--- src/hw/rtl/rrc_pkg.sv ---
// Package for the receive ring consumer: types, register codes, reset values
// and the fixed ring constants. No dependencies.
`timescale 1ns / 1ps
`default_nettype none

package rrc_pkg;

  localparam int PAGE_BYTES  = 256;
  localparam int HDR_BYTES   = 4;
  localparam int CRC_BYTES   = 4;
  localparam int MIN_FRAME   = 60;
  localparam int QUEUE_DEPTH = 4;

  // A stored low byte above this value borrows one page from the distance.
  localparam logic [7:0]  LEN_LOW_MAX   = 8'(PAGE_BYTES - HDR_BYTES);
  localparam logic [10:0] FRAME_LEN_MAX = 11'h7FF;
  localparam logic [3:0]  STATUS_GOOD   = 4'h1;

  localparam logic [7:0]  RING_START_RST = 8'd70;
  localparam logic [7:0]  RING_STOP_RST  = 8'd128;
  localparam logic [10:0] MAX_FRAME_RST  = 11'd1514;
  localparam logic [4:0]  HOST_SLOTS_RST = 5'd16;

  typedef enum logic [1:0] {
    CFG_RING_START = 2'd0,
    CFG_RING_STOP  = 2'd1,
    CFG_MAX_FRAME  = 2'd2,
    CFG_HOST_SLOTS = 2'd3
  } cfg_idx_t;

  typedef enum logic [1:0] {
    OUT_EMPTY      = 2'd0,
    OUT_DELIVERED  = 2'd1,
    OUT_DROPPED    = 2'd2,
    OUT_RING_RESET = 2'd3
  } outcome_t;

  typedef struct packed {
    logic [7:0]  ring_start;
    logic [7:0]  ring_stop;
    logic [10:0] max_frame;
    logic [4:0]  host_slots;
  } cfg_t;

  // Classified header handed from the front to the back.
  typedef struct packed {
    outcome_t    outcome;
    logic [10:0] frame_len;
    logic [7:0]  cur_page;
    logic [7:0]  next_page;
    logic [3:0]  host_slot;
  } item_t;

endpackage

`default_nettype wire

--- src/hw/rtl/nic_rx_ring_consumer_core.sv ---
// Top level of the receive ring consumer: configuration registers, front end,
// header queue and back end. Depends on rrc_pkg, rrc_front, rrc_queue, rrc_back.
`timescale 1ns / 1ps
`default_nettype none

// The block takes one packet header per clock cycle while full is low and
// returns one result per header, in order. A header is classified in the
// cycle it is accepted (the pointer and slot index update at that edge, so
// the next header may follow at once); it is written into the header queue,
// then moves to the result register once that register is empty or popped,
// and its result appears on the out_ ports. While results are not popped, up
// to QUEUE_DEPTH + 1 headers are absorbed before full rises. Configuration
// writes are always ready and are meant for idle time.
module nic_rx_ring_consumer_core #(
  parameter int QUEUE_DEPTH = rrc_pkg::QUEUE_DEPTH
) (
  input  wire logic        clk,
  input  wire logic        rst_n,
  input  wire logic        cfg_valid,
  output logic             cfg_ready,
  input  wire logic [1:0]  cfg_index,
  input  wire logic [10:0] cfg_data,
  input  wire logic        push,
  output logic             full,
  input  wire logic [7:0]  in_write_page,
  input  wire logic [7:0]  in_hdr_status,
  input  wire logic [7:0]  in_hdr_next_page,
  input  wire logic [7:0]  in_hdr_len_low,
  input  wire logic        in_slot_free,
  output logic             empty,
  input  wire logic        pop,
  output logic [1:0]       out_outcome,
  output logic [10:0]      out_frame_len,
  output logic [15:0]      out_span1_addr,
  output logic [10:0]      out_span1_len,
  output logic [15:0]      out_span2_addr,
  output logic [10:0]      out_span2_len,
  output logic [7:0]       out_boundary_page,
  output logic [3:0]       out_host_slot
);

  rrc_pkg::cfg_t  cfg_r;
  rrc_pkg::item_t front_item, q_item;
  logic           accept, q_empty, q_pop;

  assign cfg_ready = 1'b1;
  assign accept    = push && !full;

  always_ff @(posedge clk) begin
    if (!rst_n) begin
      cfg_r.ring_start <= rrc_pkg::RING_START_RST;
      cfg_r.ring_stop  <= rrc_pkg::RING_STOP_RST;
      cfg_r.max_frame  <= rrc_pkg::MAX_FRAME_RST;
      cfg_r.host_slots <= rrc_pkg::HOST_SLOTS_RST;
    end else if (cfg_valid && cfg_ready) begin
      unique case (rrc_pkg::cfg_idx_t'(cfg_index))
        rrc_pkg::CFG_RING_START: cfg_r.ring_start <= cfg_data[7:0];
        rrc_pkg::CFG_RING_STOP:  cfg_r.ring_stop  <= cfg_data[7:0];
        rrc_pkg::CFG_MAX_FRAME:  cfg_r.max_frame  <= cfg_data;
        rrc_pkg::CFG_HOST_SLOTS: cfg_r.host_slots <= cfg_data[4:0];
        default: ;
      endcase
    end
  end

  rrc_front u_front (
    .clk           (clk),
    .rst_n         (rst_n),
    .cfg           (cfg_r),
    .accept        (accept),
    .write_page    (in_write_page),
    .hdr_status    (in_hdr_status),
    .hdr_next_page (in_hdr_next_page),
    .hdr_len_low   (in_hdr_len_low),
    .slot_free     (in_slot_free),
    .item          (front_item)
  );

  rrc_queue #(
    .DEPTH (QUEUE_DEPTH)
  ) u_queue (
    .clk   (clk),
    .rst_n (rst_n),
    .push  (accept),
    .wdata (front_item),
    .full  (full),
    .pop   (q_pop),
    .rdata (q_item),
    .empty (q_empty)
  );

  rrc_back u_back (
    .clk               (clk),
    .rst_n             (rst_n),
    .cfg               (cfg_r),
    .q_empty           (q_empty),
    .q_item            (q_item),
    .q_pop             (q_pop),
    .pop               (pop),
    .empty             (empty),
    .out_outcome       (out_outcome),
    .out_frame_len     (out_frame_len),
    .out_span1_addr    (out_span1_addr),
    .out_span1_len     (out_span1_len),
    .out_span2_addr    (out_span2_addr),
    .out_span2_len     (out_span2_len),
    .out_boundary_page (out_boundary_page),
    .out_host_slot     (out_host_slot)
  );

endmodule

`default_nettype wire

--- src/hw/rtl/rrc_front.sv ---
// Front end of the receive ring consumer: classifies each header and owns the
// next-packet pointer and host slot index. Depends on rrc_pkg.
`timescale 1ns / 1ps
`default_nettype none

module rrc_front (
  input  wire logic         clk,
  input  wire logic         rst_n,
  input  wire rrc_pkg::cfg_t cfg,
  input  wire logic         accept,
  input  wire logic [7:0]   write_page,
  input  wire logic [7:0]   hdr_status,
  input  wire logic [7:0]   hdr_next_page,
  input  wire logic [7:0]   hdr_len_low,
  input  wire logic         slot_free,
  output rrc_pkg::item_t    item
);

  logic [7:0]  next_page_r, next_page_nxt;
  logic [3:0]  slot_idx_r, slot_idx_nxt;

  logic [7:0]  dist_fwd, dist_wrap, pages0, pages;
  logic [15:0] raw, len;
  logic        under, bad, good;
  logic [4:0]  slot_inc;

  always_comb begin
    dist_fwd  = hdr_next_page - next_page_r - 8'd1;
    dist_wrap = cfg.ring_stop - next_page_r + hdr_next_page - cfg.ring_start - 8'd1;
    pages0    = (hdr_next_page > next_page_r) ? dist_fwd : dist_wrap;
    pages     = (hdr_len_low > rrc_pkg::LEN_LOW_MAX) ? pages0 - 8'd1 : pages0;
    raw       = {pages, hdr_len_low};
    under     = raw < 16'(rrc_pkg::CRC_BYTES);
    len       = raw - 16'(rrc_pkg::CRC_BYTES);
    bad       = under || (hdr_next_page < cfg.ring_start) || (hdr_next_page >= cfg.ring_stop)
                || (len < 16'(rrc_pkg::MIN_FRAME)) || (len > {5'd0, cfg.max_frame});
    good      = (hdr_status[3:0] == rrc_pkg::STATUS_GOOD) && slot_free;
    slot_inc  = {1'b0, slot_idx_r} + 5'd1;
  end

  always_comb begin
    item.cur_page  = next_page_r;
    item.next_page = hdr_next_page;
    item.host_slot = 4'd0;
    item.frame_len = len[10:0];
    next_page_nxt  = next_page_r;
    slot_idx_nxt   = slot_idx_r;
    if (write_page == next_page_r) begin
      item.outcome   = rrc_pkg::OUT_EMPTY;
      item.frame_len = 11'd0;
    end else if (bad) begin
      item.outcome   = rrc_pkg::OUT_RING_RESET;
      if (under) begin
        item.frame_len = 11'd0;
      end else if (len > {5'd0, rrc_pkg::FRAME_LEN_MAX}) begin
        item.frame_len = rrc_pkg::FRAME_LEN_MAX;
      end
      next_page_nxt  = cfg.ring_start;
    end else if (good) begin
      item.outcome   = rrc_pkg::OUT_DELIVERED;
      item.host_slot = slot_idx_r;
      next_page_nxt  = hdr_next_page;
      // The index wraps at the slot count and also past the top of its range.
      if (slot_inc >= cfg.host_slots || slot_inc[4]) begin
        slot_idx_nxt = 4'd0;
      end else begin
        slot_idx_nxt = slot_inc[3:0];
      end
    end else begin
      item.outcome   = rrc_pkg::OUT_DROPPED;
      next_page_nxt  = hdr_next_page;
    end
  end

  always_ff @(posedge clk) begin
    if (!rst_n) begin
      next_page_r <= rrc_pkg::RING_START_RST;
      slot_idx_r  <= 4'd0;
    end else if (accept) begin
      next_page_r <= next_page_nxt;
      slot_idx_r  <= slot_idx_nxt;
    end
  end

  a_reset_pointer: assert property (@(posedge clk) disable iff (!rst_n)
    (accept && item.outcome == rrc_pkg::OUT_RING_RESET)
      |=> (next_page_r == $past(cfg.ring_start)))
    else $error("ring reset did not return the pointer to the ring start");

endmodule

`default_nettype wire

--- src/hw/rtl/rrc_queue.sv ---
// Short queue of classified headers between the front and the back end.
// Depends on rrc_pkg for the item type.
`timescale 1ns / 1ps
`default_nettype none

module rrc_queue #(
  parameter int DEPTH = rrc_pkg::QUEUE_DEPTH
) (
  input  wire logic           clk,
  input  wire logic           rst_n,
  input  wire logic           push,
  input  wire rrc_pkg::item_t wdata,
  output logic                full,
  input  wire logic           pop,
  output rrc_pkg::item_t      rdata,
  output logic                empty
);

  localparam int PW = $clog2(DEPTH);
  localparam int CW = $clog2(DEPTH + 1);

  rrc_pkg::item_t mem_r [DEPTH];
  logic [PW-1:0]  wr_ptr_r, rd_ptr_r;
  logic [CW-1:0]  count_r;
  logic           do_push, do_pop;

  assign full    = (count_r == CW'(DEPTH));
  assign empty   = (count_r == '0);
  assign do_push = push && !full;
  assign do_pop  = pop && !empty;
  assign rdata   = mem_r[rd_ptr_r];

  always_ff @(posedge clk) begin
    if (do_push) begin
      mem_r[wr_ptr_r] <= wdata;
    end
  end

  always_ff @(posedge clk) begin
    if (!rst_n) begin
      wr_ptr_r <= '0;
      rd_ptr_r <= '0;
      count_r  <= '0;
    end else begin
      if (do_push) begin
        wr_ptr_r <= (wr_ptr_r == PW'(DEPTH - 1)) ? '0 : wr_ptr_r + PW'(1);
      end
      if (do_pop) begin
        rd_ptr_r <= (rd_ptr_r == PW'(DEPTH - 1)) ? '0 : rd_ptr_r + PW'(1);
      end
      if (do_push && !do_pop) begin
        count_r <= count_r + CW'(1);
      end else if (do_pop && !do_push) begin
        count_r <= count_r - CW'(1);
      end
    end
  end

  a_count_bound: assert property (@(posedge clk) disable iff (!rst_n)
    count_r <= CW'(DEPTH))
    else $error("queue count exceeds its depth");

  a_count_push: assert property (@(posedge clk) disable iff (!rst_n)
    (do_push && !do_pop) |=> (count_r == $past(count_r) + CW'(1)))
    else $error("queue count did not grow on a lone push");

endmodule

`default_nettype wire

--- src/hw/rtl/rrc_back.sv ---
// Back end of the receive ring consumer: turns a classified header into copy
// spans and a boundary page, held in the result register. Depends on rrc_pkg.
`timescale 1ns / 1ps
`default_nettype none

module rrc_back (
  input  wire logic           clk,
  input  wire logic           rst_n,
  input  wire rrc_pkg::cfg_t  cfg,
  input  wire logic           q_empty,
  input  wire rrc_pkg::item_t q_item,
  output logic                q_pop,
  input  wire logic           pop,
  output logic                empty,
  output logic [1:0]          out_outcome,
  output logic [10:0]         out_frame_len,
  output logic [15:0]         out_span1_addr,
  output logic [10:0]         out_span1_len,
  output logic [15:0]         out_span2_addr,
  output logic [10:0]         out_span2_len,
  output logic [7:0]          out_boundary_page,
  output logic [3:0]          out_host_slot
);

  logic                valid_r;
  rrc_pkg::outcome_t   outcome_r;
  logic [10:0]         frame_len_r, span1_len_r, span2_len_r;
  logic [15:0]         span1_addr_r, span2_addr_r;
  logic [7:0]          boundary_r;
  logic [3:0]          host_slot_r;

  logic [16:0] data_addr, ring_end, data_end, first;
  logic [10:0] span1_len_nxt, span2_len_nxt;
  logic [15:0] span1_addr_nxt, span2_addr_nxt;
  logic [7:0]  boundary_nxt;

  assign q_pop = !q_empty && (!valid_r || pop);
  assign empty = !valid_r;

  always_comb begin
    data_addr = {1'b0, q_item.cur_page, 8'd0} + 17'(rrc_pkg::HDR_BYTES);
    ring_end  = {1'b0, cfg.ring_stop, 8'd0};
    data_end  = data_addr + {6'd0, q_item.frame_len};
    first     = {6'd0, q_item.frame_len};
    // A frame that reaches the ring end continues at the ring start.
    if (data_end >= ring_end) begin
      first = (data_addr >= ring_end) ? 17'd0 : ring_end - data_addr;
    end
    span1_addr_nxt = 16'd0;
    span1_len_nxt  = 11'd0;
    span2_addr_nxt = 16'd0;
    span2_len_nxt  = 11'd0;
    if (q_item.outcome == rrc_pkg::OUT_DELIVERED) begin
      span1_addr_nxt = data_addr[15:0];
      span1_len_nxt  = first[10:0];
      span2_addr_nxt = {cfg.ring_start, 8'd0};
      span2_len_nxt  = q_item.frame_len - first[10:0];
    end
  end

  always_comb begin
    unique case (q_item.outcome)
      rrc_pkg::OUT_EMPTY:      boundary_nxt = 8'd0;
      rrc_pkg::OUT_RING_RESET: boundary_nxt = cfg.ring_stop - 8'd1;
      default: begin
        boundary_nxt = (q_item.next_page <= cfg.ring_start) ? cfg.ring_stop - 8'd1
                                                            : q_item.next_page - 8'd1;
      end
    endcase
  end

  always_ff @(posedge clk) begin
    if (!rst_n) begin
      valid_r <= 1'b0;
    end else if (q_pop) begin
      valid_r <= 1'b1;
    end else if (pop) begin
      valid_r <= 1'b0;
    end
  end

  always_ff @(posedge clk) begin
    if (q_pop) begin
      outcome_r    <= q_item.outcome;
      frame_len_r  <= q_item.frame_len;
      span1_addr_r <= span1_addr_nxt;
      span1_len_r  <= span1_len_nxt;
      span2_addr_r <= span2_addr_nxt;
      span2_len_r  <= span2_len_nxt;
      boundary_r   <= boundary_nxt;
      host_slot_r  <= q_item.host_slot;
    end
  end

  assign out_outcome       = outcome_r;
  assign out_frame_len     = frame_len_r;
  assign out_span1_addr    = span1_addr_r;
  assign out_span1_len     = span1_len_r;
  assign out_span2_addr    = span2_addr_r;
  assign out_span2_len     = span2_len_r;
  assign out_boundary_page = boundary_r;
  assign out_host_slot     = host_slot_r;

  a_span_sum: assert property (@(posedge clk) disable iff (!rst_n)
    (valid_r && outcome_r == rrc_pkg::OUT_DELIVERED)
      |-> ({1'b0, span1_len_r} + {1'b0, span2_len_r} == {1'b0, frame_len_r}))
    else $error("copy spans do not add up to the frame length");

  a_empty_result: assert property (@(posedge clk) disable iff (!rst_n)
    (valid_r && outcome_r == rrc_pkg::OUT_EMPTY)
      |-> (frame_len_r == 11'd0 && boundary_r == 8'd0 && host_slot_r == 4'd0))
    else $error("ring empty result carries nonzero fields");

endmodule

`default_nettype wire
--- config.mk ---
export PLATFORM = sky130hd
export DESIGN_NAME = nic_rx_ring_consumer_core
export DESIGN_NICKNAME = d
export VERILOG_FILES = /design/src/hw/rtl/rrc_pkg.sv /design/src/hw/rtl/nic_rx_ring_consumer_core.sv /design/src/hw/rtl/rrc_front.sv /design/src/hw/rtl/rrc_queue.sv /design/src/hw/rtl/rrc_back.sv
export SDC_FILE = /design/constraint.sdc
export NUM_CORES = 1
export LEC_CHECK = 0
export BUFFER_PORTS_ARGS = -buffer_cell sky130_fd_sc_hd__clkbuf_2
export CORE_ASPECT_RATIO = 1.1
export CORE_UTILIZATION = 29
export DETAILED_ROUTE_END_ITERATION = 8
export GPL_TIMING_DRIVEN = 0
export PLACE_DENSITY = 0.52
export SLEW_MARGIN = 20
export SYNTH_ARGS = -nofsm -noshare
export SYNTH_HDL_FRONTEND = slang
export SYNTH_SLANG_ARGS = --single-unit
export TNS_END_PERCENT = 5
--- constraint.sdc ---
create_clock -name clk -period 21.8 [get_ports clk]
set_input_delay 1.09 -clock clk [delete_from_list [all_inputs] [get_ports clk]]
set_output_delay 1.09 -clock clk [all_outputs]
set_load 0.05 [all_outputs]
# [Yosys cells after proc, flatten, opt, wreduce, memory -nomap -nowiden]
# Memory sizes are Yosys's and may differ from the RTL's. A register that Yosys moved wholly into a read port is not among the register bits.
# Cells that the tools add are included.
# W data, S select, Z words.
[totals] out_inout_bits=82 memories=1 ramBits=132 inputBits=51 reg_bits=131 elab_cells=119
[mem_list] name="u_queue.mem_r" words=4 width=33 rd=1 rd_clocked_by_memory_dff=1 wr=1 line="rrc_queue.sv:22" rtl="rrc_pkg::item_t mem_r [DEPTH];"
[op_classes] addsub=19 n_lt_le_gt_ge=12 bitwise_logic=2 reduce_logical=29 n_mux=27 eq_ne=10
[ops] cell="$mux W11" count=5
[ops] cell="$sub A8 B1 Y8 const B" count=5
[ops] cell="$ge A17 B16 Y1" count=2
[ops] cell="$mux W8" count=4
[ops] cell="$sub A8 B8 Y8" count=3
[ops] cell="$sub A11 B11 Y11" count=2
[ops] cell="$add A16 B3 Y17 const B" count=1
[ops] cell="$add A17 B11 Y17" count=1
[ops] cell="$gt A16 B11 Y1" count=1
[ops] cell="$gt A16 B11 Y1 const B" count=1
[ops] cell="$lt A16 B3 Y1 const B" count=1
[ops] cell="$lt A16 B6 Y1 const B" count=1
[ops] cell="$mux W4" count=4
[ops] cell="$pmux W8 S2" count=1
[ops] cell="$sub A16 B3 Y16 const B" count=1
[ops] cell="$mux W13" count=1
[ops] cell="$mux W2" count=6
[ops] cell="$eq A2 B2 Y1 const B" count=5
[ops] cell="$reduce_and A2 Y1" count=5
[ops] cell="$add A8 B8 Y8" count=1
[ops] cell="$eq A8 B8 Y1" count=1
[ops] cell="$ge A8 B8 Y1" count=1
[ops] cell="$gt A8 B8 Y1" count=1
[ops] cell="$gt A8 B8 Y1 const B" count=1
[ops] cell="other kinds (20)" count=44

# [Logic depth before layout (Yosys ltp)]
# Gate-level depths: netlist (run 1).
[depth] depth_word=14 depth_mapped=29 ltp_nobuf=25

# [By module]
# A second synthesis (run 1) with hierarchy kept.
[unflattened] cells_unflattened=1185 area_unflattened_um2=14172.3
[by_module_without_submodules] module="rrc_queue" area_per_inst_um2=5288.8 seq_area_each_um2=4144.0 n_inst=1 cells_per_inst=224
[by_module_without_submodules] module="rrc_back" area_per_inst_um2=4146.5 seq_area_each_um2=1941.9 n_inst=1 cells_per_inst=384
[by_module_without_submodules] module="rrc_front" area_per_inst_um2=3434.5 seq_area_each_um2=240.2 n_inst=1 cells_per_inst=444
[by_module_without_submodules] module="nic_rx_ring_consumer_core" area_per_inst_um2=1302.5 seq_area_each_um2=640.6 n_inst=1 cells_per_inst=133

# [Least setup slack after synthesis (run 1)]
# No wires, ideal clock.
[synth_path] path_kind="reg2reg" startpoint="register (tool-made name)" endpoint="register u_back.span2_len_r[10] (netlist: u_back.out_span2_len[10]) (data pin)" period_less_slack_ps=6873 setup_time_ps=255 path_slack_ps=14927 stages_incl_launch_ff=30 n_path_buf=4 required_time_ps=21545 arrival_time_ps=6618 cell_sequence="dfxtp_1 -> buf_6 -> buf_6 -> buf_1 -> buf_1 -> mux4_2 -> ha_1 -> a21oi_1 -> a21boi_0 -> a31o_4 -> and4_4 -> xor2_1 -> ha_1 -> nand3_1 -> nor2_1 -> nand4_1 -> nand2_1 -> a211oi_4 -> a211oi_1 -> a21oi_1 -> ha_1 -> a21o_1 -> a21oi_1 -> nor2b_1 -> o21ai_0 -> nand2b_1 -> a2bb2oi_2 -> a22oi_1 -> or3_1 -> and3_1"
[synth_lines] item="to (signal assigned)" line="rrc_back.sv:89" rtl="span2_len_r <= span2_len_nxt;"
[synth_lines] item="to (decl)" line="rrc_back.sv:27" rtl="logic [10:0] frame_len_r, span1_len_r, span2_len_r;"

==> run_summary.xml, run 1 <==
<?xml version="1.0" encoding="UTF-8"?>
<metrics>
  <group name="run_status">
    <metric name="status" unit="">complete, no violations</metric>
  </group>
  <group name="timing">
    <metric name="finalCriticalPeriod" unit="ns">7.96</metric>
    <metric name="setup_viol" unit="">0</metric>
    <metric name="tightestPinTransition" unit="ns">1.10</metric>
    <metric name="maxSlewViolCount" unit="">0</metric>
    <metric name="timing.max_slew.rel_slack" unit="%">26.7</metric>
    <metric name="final.period_utilization" unit="%">36.5</metric>
    <metric name="final-hold-violation-count" unit="">0</metric>
    <metric name="achievable-frequency" unit="MHz">126</metric>
    <metric name="finalSetupTns" unit="ns">0</metric>
    <metric name="clock-skew-final" unit="ns">0.0126</metric>
    <metric name="grt_setup_unrepaired" unit="">false</metric>
  </group>
  <group name="power">
    <metric name="seq_power_share" unit="%">28.0</metric>
    <metric name="power_frac_clock" unit="%">19.4</metric>
    <metric name="max-vdd-ir-drop" unit="mV">0.0721</metric>
    <metric name="power-per-cell-area" unit="nW/um^2">153</metric>
    <metric name="cellLeakagePower" unit="nW">6.34</metric>
    <metric name="internal_power" unit="mW">1.42</metric>
    <metric name="p_comb_share" unit="%">52.6</metric>
    <metric name="switching_share" unit="%">42.5</metric>
    <metric name="p_sw" unit="mW">1.05</metric>
  </group>
  <group name="finish">
    <metric name="design.final.nets" unit="">1455</metric>
    <metric name="multi_input_logic_area" unit="sq um">6240</metric>
    <metric name="final-seq-area" unit="sq um">6970</metric>
    <metric name="drive_above_1_share" unit="%">18.5</metric>
    <metric name="fillers" unit="">4596</metric>
    <metric name="layout-area-overhead-vs-synth" unit="%">18.0</metric>
    <metric name="utilization" unit="%">34.7</metric>
  </group>
  <group name="floorplanning">
    <metric name="die_w" unit="um">209</metric>
    <metric name="start_util" unit="%">29.4</metric>
    <metric name="fp.dieH" unit="um">230</metric>
    <metric name="floorplan.io_pins" unit="">133</metric>
    <metric name="num_rows" unit="">83</metric>
    <metric name="core_region_area" unit="sq um">46600</metric>
    <metric name="dieArea" unit="sq um">48100</metric>
  </group>
  <group name="synthesis">
    <metric name="yosysUniqueCellTypes" unit="">70</metric>
    <metric name="synth_seq_cells" unit="">250</metric>
    <metric name="synth_common_cells" unit="">edfxtp_1 (196), ha_1 (97), inv_1 (89), nand2_1 (69), a21oi_1 (60)</metric>
    <metric name="netlist_top_cells_area" unit="">edfxtp_1 (43%), ha_1 (8.9%), dfxtp_1 (7.9%)</metric>
    <metric name="synth_flop_cell" unit="">edfxtp_1</metric>
    <metric name="syn_area" unit="sq um">13700</metric>
    <metric name="post-synth-top-area-cell" unit="">edfxtp_1</metric>
    <metric name="asyncSetResetFlopFracSynth" unit="%">0</metric>
    <metric name="synthCells" unit="">1128</metric>
    <metric name="synth_sequential_area_ratio" unit="%">50.8</metric>
    <metric name="post-synth-top-area-fraction" unit="%">43.0</metric>
    <metric name="synthesis.yosys.warnings" unit="">0</metric>
    <metric name="count_leader_synth" unit="">edfxtp_1</metric>
    <metric name="syn_area_per_cell" unit="sq um">12.1</metric>
    <metric name="edff_count_synth" unit="">196</metric>
  </group>
  <group name="route">
    <metric name="routed-via-count" unit="">9302</metric>
    <metric name="drt_first_iter_violations" unit="">550</metric>
    <metric name="drt_drc_violations_left" unit="">0</metric>
    <metric name="viasPerCell" unit="">4.88</metric>
    <metric name="drt_antenna_net_count" unit="">0</metric>
    <metric name="route.final.wire_length" unit="um">35700</metric>
    <metric name="routed.top_layer" unit="">met5</metric>
    <metric name="drt_pre_antenna_iters" unit="">5</metric>
    <metric name="met3_length" unit="um">1660</metric>
    <metric name="wl_per_cell" unit="um">18.7</metric>
    <metric name="met2_wirelength_from_detailed_routing" unit="um">17200</metric>
    <metric name="met1Wirelength" unit="um">15900</metric>
  </group>
  <group name="clock_network">
    <metric name="cts.reportedPaths.clkPinSlew" unit="ns">0.06</metric>
    <metric name="cts_resized" unit="">0</metric>
    <metric name="cts.hold.buffers_added" unit="">0</metric>
    <metric name="clock_tree.htree_level_count" unit="">1</metric>
    <metric name="cts_num_sinks" unit="">250</metric>
    <metric name="cts_tree" unit="">yes</metric>
    <metric name="clock_latency" unit="ns">0.54</metric>
    <metric name="root_buffer" unit="">clkbuf_16</metric>
    <metric name="total_clock_buffers_created_by_cts" unit="">27</metric>
    <metric name="cts_setup_buffers" unit="">0</metric>
    <metric name="clock_path_buffers" unit="">3</metric>
  </group>
  <group name="worst_setup_path">
    <metric name="cp_data_required_time" unit="ns">22.09</metric>
    <metric name="end_kind" unit="">flip-flop</metric>
    <metric name="critPathBufInv" unit="">4</metric>
    <metric name="cp_max_fo" unit="">10</metric>
    <metric name="cell_with_the_largest_stage_delay_on_the_worst_path" unit="">buf_1</metric>
    <metric name="setup_crit_start_kind" unit="">flip-flop</metric>
    <metric name="path_class" unit="">flip-flop to flip-flop</metric>
    <metric name="crit_path_max_incr_delay" unit="ns">0.76</metric>
    <metric name="timing.critical_path.max_delay_family" unit="">compound AO/OA/AOI/OAI gates</metric>
    <metric name="timing.critical_path.arrival" unit="ns">8.25</metric>
  </group>
  <group name="global_route">
    <metric name="first_global_vias" unit="">9203</metric>
    <metric name="global_route_wire_length_before_repair" unit="um">54600</metric>
    <metric name="total_global_route_track_usage" unit="%">14.9</metric>
    <metric name="globalRouteOverflowTotal" unit="">0</metric>
    <metric name="grt_antenna_before_repair" unit="">7</metric>
    <metric name="grt_start_max_net_pins" unit="">24</metric>
  </group>
  <group name="worst_hold_path">
    <metric name="timing.hold.worst.class" unit="">flip-flop to flip-flop</metric>
    <metric name="holdCritStartpoint" unit="">cfg_r[9]$_SDFFE_PN0P_</metric>
  </group>
  <group name="placed_design">
    <metric name="io_buffers" unit="">111</metric>
    <metric name="post-dp-hpwl" unit="um">28000</metric>
    <metric name="gp_routability_congestion" unit="">0.829</metric>
  </group>
  <group name="job">
    <metric name="cap_violations" unit="">0</metric>
  </group>
</metrics>
-- cell families (layout without fill, tap and decap cells) --
logic type	after synthesis	count (layout)	synth area share [%]
compound gates	217	217	10.6
buf+inv	130	297	4.16
fa+ha+maj	114	114	11.3
simple gates	289	289	11.2
mux	64	64	7.72
flops	250	250	50.8
other cells	2	18	0.0548
xor+xnor	62	62	4.06
-- power by group through the flow --
| stage | Sequential (mW) | Clock (mW) | Combinational (mW) |
|---|---|---|---|
| after floorplan | 0.912 | 0 | 0.773 |
| after global placement | 0.717 | 0 | 1.27 |
| after detailed placement | 0.704 | 0 | 1.31 |
| after CTS | 0.695 | 0.491 | 1.31 |
| after global routing | 0.702 | 0.507 | 1.42 |
| final | 0.692 | 0.479 | 1.30 |
-- cells in the final DEF (no fill, tap or decap), types with 5 or more instances in the layout --
master,synthesis,routed
nand4_1,10,10
mux2i_1,28,28
and3_1,9,9
inv_1,89,89
mux4_2,33,33
o22ai_1,8,8
nor4_1,6,6
clkbuf_8,0,5
and2_1,37,33
dfxtp_1,54,54
ha_1,97,97
clkbuf_16,0,27
buf_4,17,17
xor2_1,16,16
clkbuf_2,0,111
nand2b_1,14,14
fa_1,17,17
o211ai_1,16,16
edfxtp_1,196,196
xnor2_1,45,45
o21a_1,13,13
clkbuf_1,16,18
nor2_1,43,43
nor3_1,17,17
conb_1,2,17
a21boi_0,9,9
a211oi_1,6,5
nand3_1,18,18
o21ai_0,38,38
nor2b_1,39,39
nand2_1,69,69
a21o_1,19,19
a21oi_1,60,59
-- state kept, by name, summed over array words and instances (netlist names), named ones only --
register / count
u_back.out_outcome: 2
u_back.out_span1_addr: 9
u_back.out_frame_len: 11
u_front.slot_idx_r: 4
u_back.valid_r: 1
u_back.out_span2_addr: 8
cfg_r: 32
u_back.out_boundary_page: 8
u_back.out_span1_len: 11
u_queue.mem_r: 132
u_back.out_host_slot: 4
u_queue.rd_ptr_r: 2
u_back.out_span2_len: 11
u_front.next_page_r: 8
u_queue.count_r: 3
u_queue.wr_ptr_r: 2
-- worst reg2reg max path, delay by kind of cell, from the launching register on --
family	cells	cell delay [ns]
AO/OA/AOI/OAI	11	2.25
XOR/XNOR	1	0.14
adder cells (fa/ha/maj)	3	1.09
buffers and inverters	4	1.87
flip-flops	1	0.32
multiplexers	1	0.66
AND/OR/NAND/NOR	9	1.38
-- layout make-up --
class	instances	area share [%]
Clock buffer	34	4.65
Tap cell	595	4.60
Antenna cell	1	0.0155
Sequential cell	250	43.1
Timing Repair Buffer	118	4.36
Buffer	41	1.46
Multi-Input combinational cell	763	38.6
Clock inverter	15	1.18
Inverter	89	2.07
-- final timing paths --
path | slack, ns | end | depth (start not counted)
min | 0.47 | cfg_r[9]$_SDFFE_PN0P_ | 2
max reg2reg | 13.84 | u_back.out_span2_len[10]$_SDFFCE_PP0P_ | 29
min reg2reg | 0.47 | cfg_r[9]$_SDFFE_PN0P_ | 2
max | 13.84 | u_back.out_span2_len[10]$_SDFFCE_PP0P_ | 29
-- metal layers --
| layer | global-route usage [%] | up-vias |
|---|---|---|
| met5 | 0 | - |
| met4 | 4.18 | 10 |
| met3 | 2.50 | 56 |
| met2 | 25.4 | 220 |
| met1 | 19.3 | 4567 |
| li1 | - | 4449 |
-- stage by stage --
step	instances	total power, mW	setup WS [ns]	instance area, sq um	hold WS, ns
floorplan	1143	1.68	14.93	13800	0.444
global placement	1849	1.98	13.26	15100	0.456
detailed placement	1856	2.01	13.69	15200	0.465
CTS	1905	2.50	13.67	16200	0.474
global route	1906	2.63	13.14	16200	0.502
finish	1906	2.47	13.84	16200	0.474
Note: power is estimated with default switching activity, not from simulation.
==> run 2: changes to the inputs <==
Settings changed: PLACE_DENSITY 0.52 to 0.54.
Clock period 21.8 ns to 6.7 ns, I/O delays scaled along.
==> run 2 against run 1 <==
Final cell count decreased by 0.10%. Combinational power grew to 3.3 times the previous value. Non-clock buffer count did not move. Critical endpoint is now u_queue.mem_r[0][0]$_DFFE_PP_. Register-to-register slack got worse by 13 ns. Critical path depth is 6 lower. Global-route usage fell by 0.075 points. Highest routed layer unchanged.
==> run_summary.xml, run 2 (synthesized netlist as in run 1, its figures left out) <==
<?xml version="1.0" encoding="UTF-8"?>
<metrics>
  <group name="run_status">
    <metric name="status" unit="">complete, no violations</metric>
  </group>
  <group name="floorplanning">
    <metric name="start_util" unit="%">29.4</metric>
    <metric name="num_rows" unit="">83</metric>
    <metric name="die_w" unit="um">209</metric>
    <metric name="dieArea" unit="sq um">48100</metric>
    <metric name="floorplan.io_pins" unit="">133</metric>
    <metric name="core_region_area" unit="sq um">46600</metric>
    <metric name="fp.dieH" unit="um">230</metric>
  </group>
  <group name="timing">
    <metric name="final.period_utilization" unit="%">94.3</metric>
    <metric name="achievable-frequency" unit="MHz">158</metric>
    <metric name="tightestPinTransition" unit="ns">0.873</metric>
    <metric name="finalCriticalPeriod" unit="ns">6.32</metric>
    <metric name="clock-skew-final" unit="ns">0.0127</metric>
    <metric name="setup_viol" unit="">0</metric>
    <metric name="timing.max_slew.rel_slack" unit="%">41.6</metric>
    <metric name="maxSlewViolCount" unit="">0</metric>
    <metric name="final-hold-violation-count" unit="">0</metric>
    <metric name="grt_setup_unrepaired" unit="">false</metric>
    <metric name="hold_ws" unit="ns">0.0704</metric>
    <metric name="finalSetupTns" unit="ns">0</metric>
  </group>
  <group name="global_route">
    <metric name="grt_antenna_before_repair" unit="">5</metric>
    <metric name="grt_start_max_net_pins" unit="">29</metric>
    <metric name="top_usage_layer" unit="">met2</metric>
    <metric name="grtUsageMet2" unit="%">25.3</metric>
    <metric name="global_route.usage.met3" unit="%">3.11</metric>
    <metric name="global_route_wire_length_before_repair" unit="um">54200</metric>
    <metric name="first_global_vias" unit="">9094</metric>
    <metric name="use_met1" unit="%">18.8</metric>
    <metric name="globalRouteOverflowTotal" unit="">0</metric>
    <metric name="total_global_route_track_usage" unit="%">14.8</metric>
  </group>
  <group name="route">
    <metric name="drt_pre_antenna_iters" unit="">5</metric>
    <metric name="viasPerCell" unit="">4.79</metric>
    <metric name="wl_per_cell" unit="um">18.6</metric>
    <metric name="drt_drc_violations_left" unit="">0</metric>
    <metric name="routed-via-count" unit="">9111</metric>
    <metric name="route.final.wire_length" unit="um">35400</metric>
    <metric name="drt_antenna_net_count" unit="">0</metric>
    <metric name="drt_first_iter_violations" unit="">598</metric>
  </group>
  <group name="job">
    <metric name="cap_violations" unit="">0</metric>
  </group>
  <group name="worst_setup_path">
    <metric name="cp_max_fo" unit="">10</metric>
    <metric name="cp_data_required_time" unit="ns">7.08</metric>
    <metric name="setup_crit_start_kind" unit="">flip-flop</metric>
    <metric name="path_class" unit="">flip-flop to flip-flop</metric>
    <metric name="end_kind" unit="">flip-flop</metric>
    <metric name="timing.critical_path.arrival" unit="ns">6.70</metric>
  </group>
  <group name="worst_hold_path">
    <metric name="timing.hold.worst.class" unit="">input port to flip-flop</metric>
  </group>
  <group name="placed_design">
    <metric name="dp_cells" unit="">1856</metric>
    <metric name="post-dp-hpwl" unit="um">27900</metric>
    <metric name="io_buffers" unit="">111</metric>
    <metric name="gp_routability_congestion" unit="">0.865</metric>
  </group>
  <group name="finish">
    <metric name="design.final.nets" unit="">1453</metric>
    <metric name="most-common-layout-cells" unit="">edfxtp_1 (196), clkbuf_2 (111), ha_1 (97), inv_1 (89), nand2_1 (69)</metric>
    <metric name="utilization" unit="%">34.6</metric>
    <metric name="layout-area-overhead-vs-synth" unit="%">17.9</metric>
    <metric name="largest_register_ff_count" unit="">132</metric>
    <metric name="fillers" unit="">4582</metric>
    <metric name="largest_regs" unit="">u_queue.mem_r (132), cfg_r (32)</metric>
    <metric name="finish.cell_count_without_fillers" unit="">1904</metric>
    <metric name="layout.cells.most_common" unit="">edfxtp_1</metric>
    <metric name="max_flop_register" unit="">u_queue.mem_r</metric>
    <metric name="drive_above_1_share" unit="%">18.7</metric>
  </group>
  <group name="power">
    <metric name="max-vdd-ir-drop" unit="mV">0.246</metric>
    <metric name="post-layout-total-power" unit="mW">7.98</metric>
    <metric name="cellLeakagePower" unit="nW">6.31</metric>
    <metric name="power-per-cell-area" unit="nW/um^2">494</metric>
  </group>
  <group name="clock_network">
    <metric name="total_clock_buffers_created_by_cts" unit="">25</metric>
    <metric name="cts_tree" unit="">yes</metric>
    <metric name="clock_tree.htree_level_count" unit="">1</metric>
    <metric name="clock_latency" unit="ns">0.54</metric>
    <metric name="root_buffer" unit="">clkbuf_16</metric>
    <metric name="cts.reportedPaths.clkPinSlew" unit="ns">0.07</metric>
    <metric name="cts_num_sinks" unit="">250</metric>
    <metric name="clock_path_buffers" unit="">3</metric>
  </group>
</metrics>
[run 2: cell types whose count changed in the layout (fill, tap and decap cells not counted), sizes merged]
cell,change
clkbuf,-6
clkinv,+3
inv,+2
bufinv,-1
clkinvlp,-1
diode,+1
[run 2: layout make-up]
class	count	area, sq um	share of cell area [%]
Tap cell	595	744	4.61
Inverter	89	334	2.07
Clock inverter	18	194	1.20
Timing Repair Buffer	121	753	4.66
Sequential cell	250	6970	43.2
Antenna cell	2	5.00	0.0310
Buffer	38	244	1.51
Multi-Input combinational cell	763	6270	38.8
Clock buffer	28	637	3.94
[run 2: worst paths after layout]
| kind | slack [ns] | end | from | cells past startpoint |
|---|---|---|---|---|
| worst max-delay path | 0.38 | u_queue.mem_r[0][0]$_DFFE_PP_ | u_front.next_page_r[6]$_SDFFE_PN1P_ | 23 |
| worst min-delay path | 0.07 | cfg_r[15]$_SDFFE_PN1P_ | cfg_data[10] | 3 |
| worst max register to register | 0.38 | u_queue.mem_r[0][0]$_DFFE_PP_ | u_front.next_page_r[6]$_SDFFE_PN1P_ | 23 |
| worst min register to register | 0.48 | cfg_r[7]$_SDFFE_PN0P_ | cfg_r[7]$_SDFFE_PN0P_ | 2 |
[run 2: per-stage QoR]
| stage | setup slack, ns | instance area [sq um] |
|---|---|---|
| 6_report | 0.379 | 16100 |
| 5_1_grt | 0.0507 | 16100 |
| 4_1_cts | 0.0338 | 16100 |
| 3_5_place_dp | -1.01 | 15200 |
| 3_3_place_gp | -1.43 | 15100 |
| 2_1_floorplan | 0.0533 | 13800 |
[run 2: layer usage]
| metal | vias to the layer above | part of all wire, % |
|---|---|---|
| met2 | 210 | 48 |
| met4 | 8 | 2.1 |
| li1 | 4438 | - |
| met3 | 50 | 5.7 |
| met5 | - | 0.13 |
| met1 | 4405 | 44 |
[run 2: worst max-delay path, stage by stage, from the launching register on]
cell and delay [ns]:
dfxtp_1 0.55, inv_1 0.16, ha_1 0.44, nand4_1 0.22
nor2_2 0.26, or2_1 0.13, buf_4 0.15, o22ai_1 0.14
or2_2 0.33, inv_1 0.10, ha_1 0.28, nand2_1 0.10
and4_1 0.19, nor3_1 0.35, and2_1 0.25, nand2_1 0.09
nand2b_1 0.16, ha_1 0.26, o221ai_1 0.34, o221ai_1 0.29
a311oi_2 0.47, o211ai_4 0.28, nor3_2 0.34, and2_1 0.27
[run 2: what timing repair did]
| item | CTS | global route |
|---|---|---|
| endpoints found under the setup margin | 23 | 19 |
| hold buffers | 0 | 0 |
| pin swaps | 1 | 2 |
| setup buffers | 2 | 1 |
| gates resized for setup | 5 | 7 |
[run 2: where the power goes]
part           total, mW  internal [mW]  switching (mW)
Clock               1.43          0.811           0.620
Combinational       4.30           1.62            2.68
Sequential          2.25           2.12           0.127
Total               7.98           4.56            3.42
